**src/rtl/core/fbik_pkg.sv**
```systemverilog
// Shared constants, widths, types and the arctangent table of the leg solver.
`default_nettype none
package fbik_pkg;

  // Port widths.
  localparam int COORD_W   = 16;
  localparam int LEN_W     = 15;
  localparam int SERVO_W   = 16;
  localparam int CFG_IDX_W = 2;

  // Internal datapath widths.
  localparam int PR_W   = 32;  // first products x*U, x*x and so on
  localparam int RS_W   = 34;  // x*x + y*y + U*U - W*W
  localparam int PQ_W   = 31;  // halved and quartered terms P, Q, R
  localparam int SQ_W   = 62;  // squares and the discriminant
  localparam int RAD_W  = 60;  // square root radicand
  localparam int ROOT_W = 30;  // square root result
  localparam int SQV_W  = 61;  // remainder and partial root inside the root unit
  localparam int NUM_W  = 32;  // arctangent numerator
  localparam int DEN_W  = 32;  // arctangent denominator
  localparam int X_W    = 36;  // rotator vector width
  localparam int Z_W    = 18;  // accumulated angle
  localparam int ANG_W  = 19;  // doubled angle, Q16 radians
  localparam int WANG_W = 21;  // angle after the wrap by two pi
  localparam int MAG_W  = 20;  // angle magnitude
  localparam int M_W    = 33;  // magnitude times 9000
  localparam int T_W    = 17;  // magnitude times 9000 over 65536
  localparam int RP_W   = 34;  // reciprocal product
  localparam int QT_W   = 10;  // quotient of the divide by 157
  localparam int DEG_W  = 11;  // signed whole degrees

  // Angle constants in Q16 radians.
  localparam int Q_PI     = 205887;
  localparam int Q_TWO_PI = 411775;
  localparam int Q_PI_4   = 51472;

  // Degree conversion: deg = angle * 9000 / (157 * 65536).
  localparam int DEG_MUL     = 9000;
  localparam int DEG_SHIFT   = 16;
  localparam int DEG_DIV     = 157;
  localparam int RECIP       = 106861;  // floor(2^24 / 157)
  localparam int RECIP_SHIFT = 24;

  // Servo offsets.
  localparam int SERVO_LEFT_BASE  = 90;
  localparam int SERVO_RIGHT_BASE = 270;

  // Pipeline depths.
  localparam int CORDIC_STEPS = 16;
  localparam int SQRT_STAGES  = 30;
  localparam int CORDIC_LAT   = CORDIC_STEPS + 1;
  localparam int FRONT_LAT    = 4;
  localparam int NEG_DLY      = SQRT_STAGES + 1 + CORDIC_LAT;
  localparam int JOINT_LAT    = FRONT_LAT + NEG_DLY;
  localparam int DEG_LAT      = 3;
  localparam int TOTAL_LAT    = JOINT_LAT + 1 + DEG_LAT + 1;

  // Configuration register indexes.
  typedef enum logic [CFG_IDX_W-1:0] {
    REG_FRONT_THIGH = 2'd0,
    REG_FRONT_SHANK = 2'd1,
    REG_REAR_SHANK  = 2'd2,
    REG_REAR_THIGH  = 2'd3
  } cfg_reg_t;

  // atan(2^-i) in Q16, rounded.
  function automatic logic signed [Z_W-1:0] atan_tab(input int idx);
    logic signed [Z_W-1:0] val;
    case (idx)
      0:       val = 18'sd51472;
      1:       val = 18'sd30386;
      2:       val = 18'sd16055;
      3:       val = 18'sd8150;
      4:       val = 18'sd4091;
      5:       val = 18'sd2047;
      6:       val = 18'sd1024;
      7:       val = 18'sd512;
      8:       val = 18'sd256;
      9:       val = 18'sd128;
      10:      val = 18'sd64;
      11:      val = 18'sd32;
      12:      val = 18'sd16;
      13:      val = 18'sd8;
      14:      val = 18'sd4;
      15:      val = 18'sd2;
      default: val = '0;
    endcase
    return val;
  endfunction

endpackage
`default_nettype wire

```
**src/rtl/core/fbik_deg.sv**
```systemverilog
// Radians in Q16 to whole degrees, truncated toward zero, in three stages.
`default_nettype none
module fbik_deg (
  input  logic                                clk,
  input  logic                                adv,
  input  logic signed [fbik_pkg::WANG_W-1:0]  ang,
  output logic signed [fbik_pkg::DEG_W-1:0]   deg
);
  import fbik_pkg::*;

  logic [MAG_W-1:0]         mag;
  logic [M_W-1:0]           m_full;
  logic [T_W-1:0]           t1_r, t2_r;
  logic                     neg1_r, neg2_r;
  logic [RP_W-1:0]          prod_r;
  logic [QT_W-1:0]          q0;
  logic [T_W-1:0]           rem;
  logic [QT_W-1:0]          qt;
  logic signed [DEG_W-1:0]  deg_r;

  // Magnitude times 9000, then drop the 65536 factor.
  assign mag    = ang[WANG_W-1] ? MAG_W'(-ang) : MAG_W'(ang);
  assign m_full = M_W'(mag) * M_W'(DEG_MUL);

  always_ff @(posedge clk) begin
    if (adv) begin
      neg1_r <= ang[WANG_W-1];
      t1_r   <= m_full[M_W-1:DEG_SHIFT];
    end
  end

  // Reciprocal estimate of the divide by 157.
  always_ff @(posedge clk) begin
    if (adv) begin
      neg2_r <= neg1_r;
      t2_r   <= t1_r;
      prod_r <= RP_W'(t1_r) * RP_W'(RECIP);
    end
  end

  // The estimate is low by at most one; correct it and restore the sign.
  assign q0  = prod_r[RECIP_SHIFT +: QT_W];
  assign rem = t2_r - T_W'(T_W'(q0) * T_W'(DEG_DIV));
  assign qt  = (rem >= T_W'(DEG_DIV)) ? (q0 + QT_W'(1)) : q0;

  always_ff @(posedge clk) begin
    if (adv) begin
      deg_r <= neg2_r ? -$signed(DEG_W'(qt)) : $signed(DEG_W'(qt));
    end
  end

  assign deg = deg_r;

endmodule
`default_nettype wire

```
**config.mk**
```make
export PLATFORM = sky130hd
export DESIGN_NAME = fbik_deg
export DESIGN_NICKNAME = d
export VERILOG_FILES = /design/src/rtl/core/fbik_pkg.sv /design/src/rtl/core/fbik_deg.sv
export SDC_FILE = /design/constraint.sdc
export NUM_CORES = 1
export LEC_CHECK = 0
export ABC_CLOCK_PERIOD_IN_PS = 12600
export BUFFER_PORTS_ARGS = -buffer_cell sky130_fd_sc_hd__buf_2
export CORE_UTILIZATION = 65
export DETAILED_ROUTE_END_ITERATION = 6
export PLACE_DENSITY = 0.8
export RECOVER_POWER = 100
export SLEW_MARGIN = 20
export SYNTH_ARGS = -nofsm -noshare
export SYNTH_HDL_FRONTEND = slang
export SYNTH_SLANG_ARGS = --single-unit
```
**constraint.sdc**
```tcl
create_clock -name clk -period 12.6 [get_ports clk]
set_clock_uncertainty 0.15 [all_clocks]
set_input_delay 0.63 -clock clk [delete_from_list [all_inputs] [get_ports clk]]
set_output_delay 0.63 -clock clk [all_outputs]
set_load 0.03 [all_outputs]
```
==> flow_summary_export.csv <==
group,metric,value,unit
critical_path,startpoint_type,"input port",
finish,utilization,70.0,%
placement,globalplace.congestion,0.910,
cts,cts_sinks,57,
placement,dp_slack,4870,ps
die,die_w,143,µm
synth,yosys.area.top_type,"ha_1",
cts,cts_setup_buffers,0,
cts,cts.clk_slew.worst_paths,50,ps
placement,dp_hpwl,22000,µm
synth,post-synth-top-count-cell,"inv_1",
drt,wl_per_cell,16.4,µm
synth,ys_top_cells_by_area,"ha_1, fa_1, edfxtp_1",
synth,synthSimpleGateAreaFrac,6.23,%
finish,multi_input_area,9800,µm²
drt,ant_nets,0,
die,pin_count,34,
critical_path,crit_path_cell_trace,"clkbuf_1 > or3_1 > or3b_2 > or2_2 > o21ai_0 > xnor2_1 > ha_1 > ha_1 > inv_1 > fa_1 > inv_1 > fa_1 > fa_1 > ha_1 > a21o_1 > a31oi_1 > o21ai_0 > a221o_1 > a41oi_1 > a21oi_1 > a21o_1 > a221oi_1 > xnor2_1",
drt,num_vias,8885,
synth,synth_top_family_by_area,"adder cells",
sta,setup_violations,0,
finish,nFillCells,1404,
synth,synth_edf_count,57,
critical_path,r2r_cells,22,
cts,cts_inserted_buffers,9,
critical_path,crit_required,12520,ps
cts,h-tree-depth,3,
outcome,outcome,"complete, but fails checks",
die,start_util,66.5,%
critical_path,crit_path_end_kind,"register",
synth,synth_flop_cell,"edfxtp_1",
finish,num_antenna_cells,0,
cts,clockBufferDepth,2,
synth,synth_top_area_share,30.4,%
sta,setup_slack,5040,ps
critical_path,slowest_delay,530,ps
drt,vias_per_cell,5.58,
die,rows,51,
synth,yosysUniqueCellTypes,65,
critical_path,crit_type,"input port to register",
worst_hold_path,hp-class,"register to register",
sta,rsz0062_at_grt,"false",
synth,yosysSeqAreaShare,13.2,%
finish,nNetsFinal,1822,
critical_path,cp_max_fo,5,
outcome,violations,"capacitance limit, slew limit",
synth,synthMuxAreaShare,0.619,%
finish,seq_area,1710,µm²
global_routing,grt_pass1_wl,44100,µm
placement,numPortBuffers,33,
global_routing,first_global_vias,9466,
sta,period_minus_slack,7560,ps
sta,setup_tns,0,ps
synth,synthTopCellsByCount,"inv_1, ha_1, fa_1",
sta,hold_viol_final,0,
cts,cts_tree,"built",
die,fp.dieH,143,µm
global_routing,track_usage,28.0,%
sta,fmax,132,MHz
drt,wirelength,26100,µm
sta,drv_slew,58,
flow_run,maxCapViolCount,1,
synth,synth-xor-area-share,5.46,%
finish,syn_to_final_growth,5.31,%
synth,synth_area,12900,µm²
synth,async_flop_share,0,%
synth,yosys_register_bits,57,
critical_path,cp_slowest_cell,"fa_1",
cts,ctsHoldBuffers,0,
synth,post_synth_fa_ha_maj_area_fraction,55.4,%
global_routing,antenna_found_initial,0,
die,die_area,20500,µm²
global_routing,grt_max_degree,58,
synth,avgSynthCellArea,10.1,µm²
sta,finalCritPeriodShare,60.0,%
critical_path,crit_arrival,7490,ps
sta,holdWs,273,ps
synth,synth_compound_area_share,8.17,%
synth,postSynthNetCount,1785,
die,core_area,19500,µm²
global_routing,overflow,0,
drt,drtPass1Iterations,5,
cts,cts_resized,0,
sta,tightest_slew,3150,ps
synth,syn-instance-count,1286,
sta,relSlewSlack,-110,%
cts,cts_root_buf,"clkbuf_16",
synth,yosysWarnings,0,
drt,drtIter0Drc,433,
worst_hold_path,worstHoldPathCells,0,
finish,drive_above_1_share,3.39,%
drt,drc_errors,0,
cts,clk_latency,330,ps
[flip-flops by register name, indices dropped and copies added, names as in the netlist]
| register | flops |
|---|---|
| neg2_r | 1 |
| neg1_r | 1 |
| prod_r | 10 |
| deg | 11 |
| t1_r | 17 |
| t2_r | 17 |
[critical path, delay by kind of cell]
kind / cells / cell delay, ps
fa+ha+maj: 6 / 2570
compound gates: 9 / 2440
simple gates: 3 / 1160
xor+xnor: 2 / 440
buf+inv: 3 / 220
[area by class of cell]
type	count	share of cell area [%]
inverter	361	9.95
clock inverter	5	0.358
clock buffer	9	1.65
tap	265	2.43
timing repair buffer	34	1.11
multi-input combinational	860	71.9
sequential	57	12.6
[metrics by stage]
stage	cell area, µm²	cells
after floorplan	12900	1286
after global placement	13400	1577
after detailed placement	13400	1577
after CTS	13700	1591
after global routing	13600	1591
final	13600	1591
[kinds of logic after synthesis]
family	count (synthesis)
flip-flops	57
multiplexers	8
adder cells (fa/ha/maj)	476
XOR/XNOR	79
buffers and inverters	369
AND/OR/NAND/NOR	142
AO/OA/AOI/OAI	155
[path summary, 6_finish.rpt]
| path | startpoint | to | slack, ps |
|---|---|---|---|
| worst min-delay path | neg1_r | neg2_r | 270 |
| worst max register to register | prod_r[29] | deg[8] | 5250 |
| worst max-delay path | ang[2] | t1_r[13] | 5040 |
| worst min register to register | neg1_r | neg2_r | 270 |
[layout by cell type (no fill, tap or decap), drive strengths merged, types with 8 or more instances in the layout]
master and n:
o31ai 11, a21oi 38, edfxtp 57, buf 19
mux2i 8, nor3 11, fa 162, nor2b 11
nand3 14, ha 314, xnor2 62, nor2 18
a21o 21, nand2 27, nand2b 10, o21ai 27
and3 11, inv 361, o21a 9, clkbuf 24
xor2 17
[metal layers]
layer / up-vias / GRT usage [%] / part of all wire (%) / wire (µm)
li1: 4267 / - / - / -
met1: 4334 / 35.2 / 43 / 11300
met2: 219 / 48.6 / 50 / 12900
met3: 65 / 4.02 / 3.9 / 1030
met4: 0 / 10.5 / 3.3 / 850
met5: - / 0 / 0 / 0
Power is not shown: default switching activity piles up to over one toggle a cycle in this logic, so the estimate is an artifact.
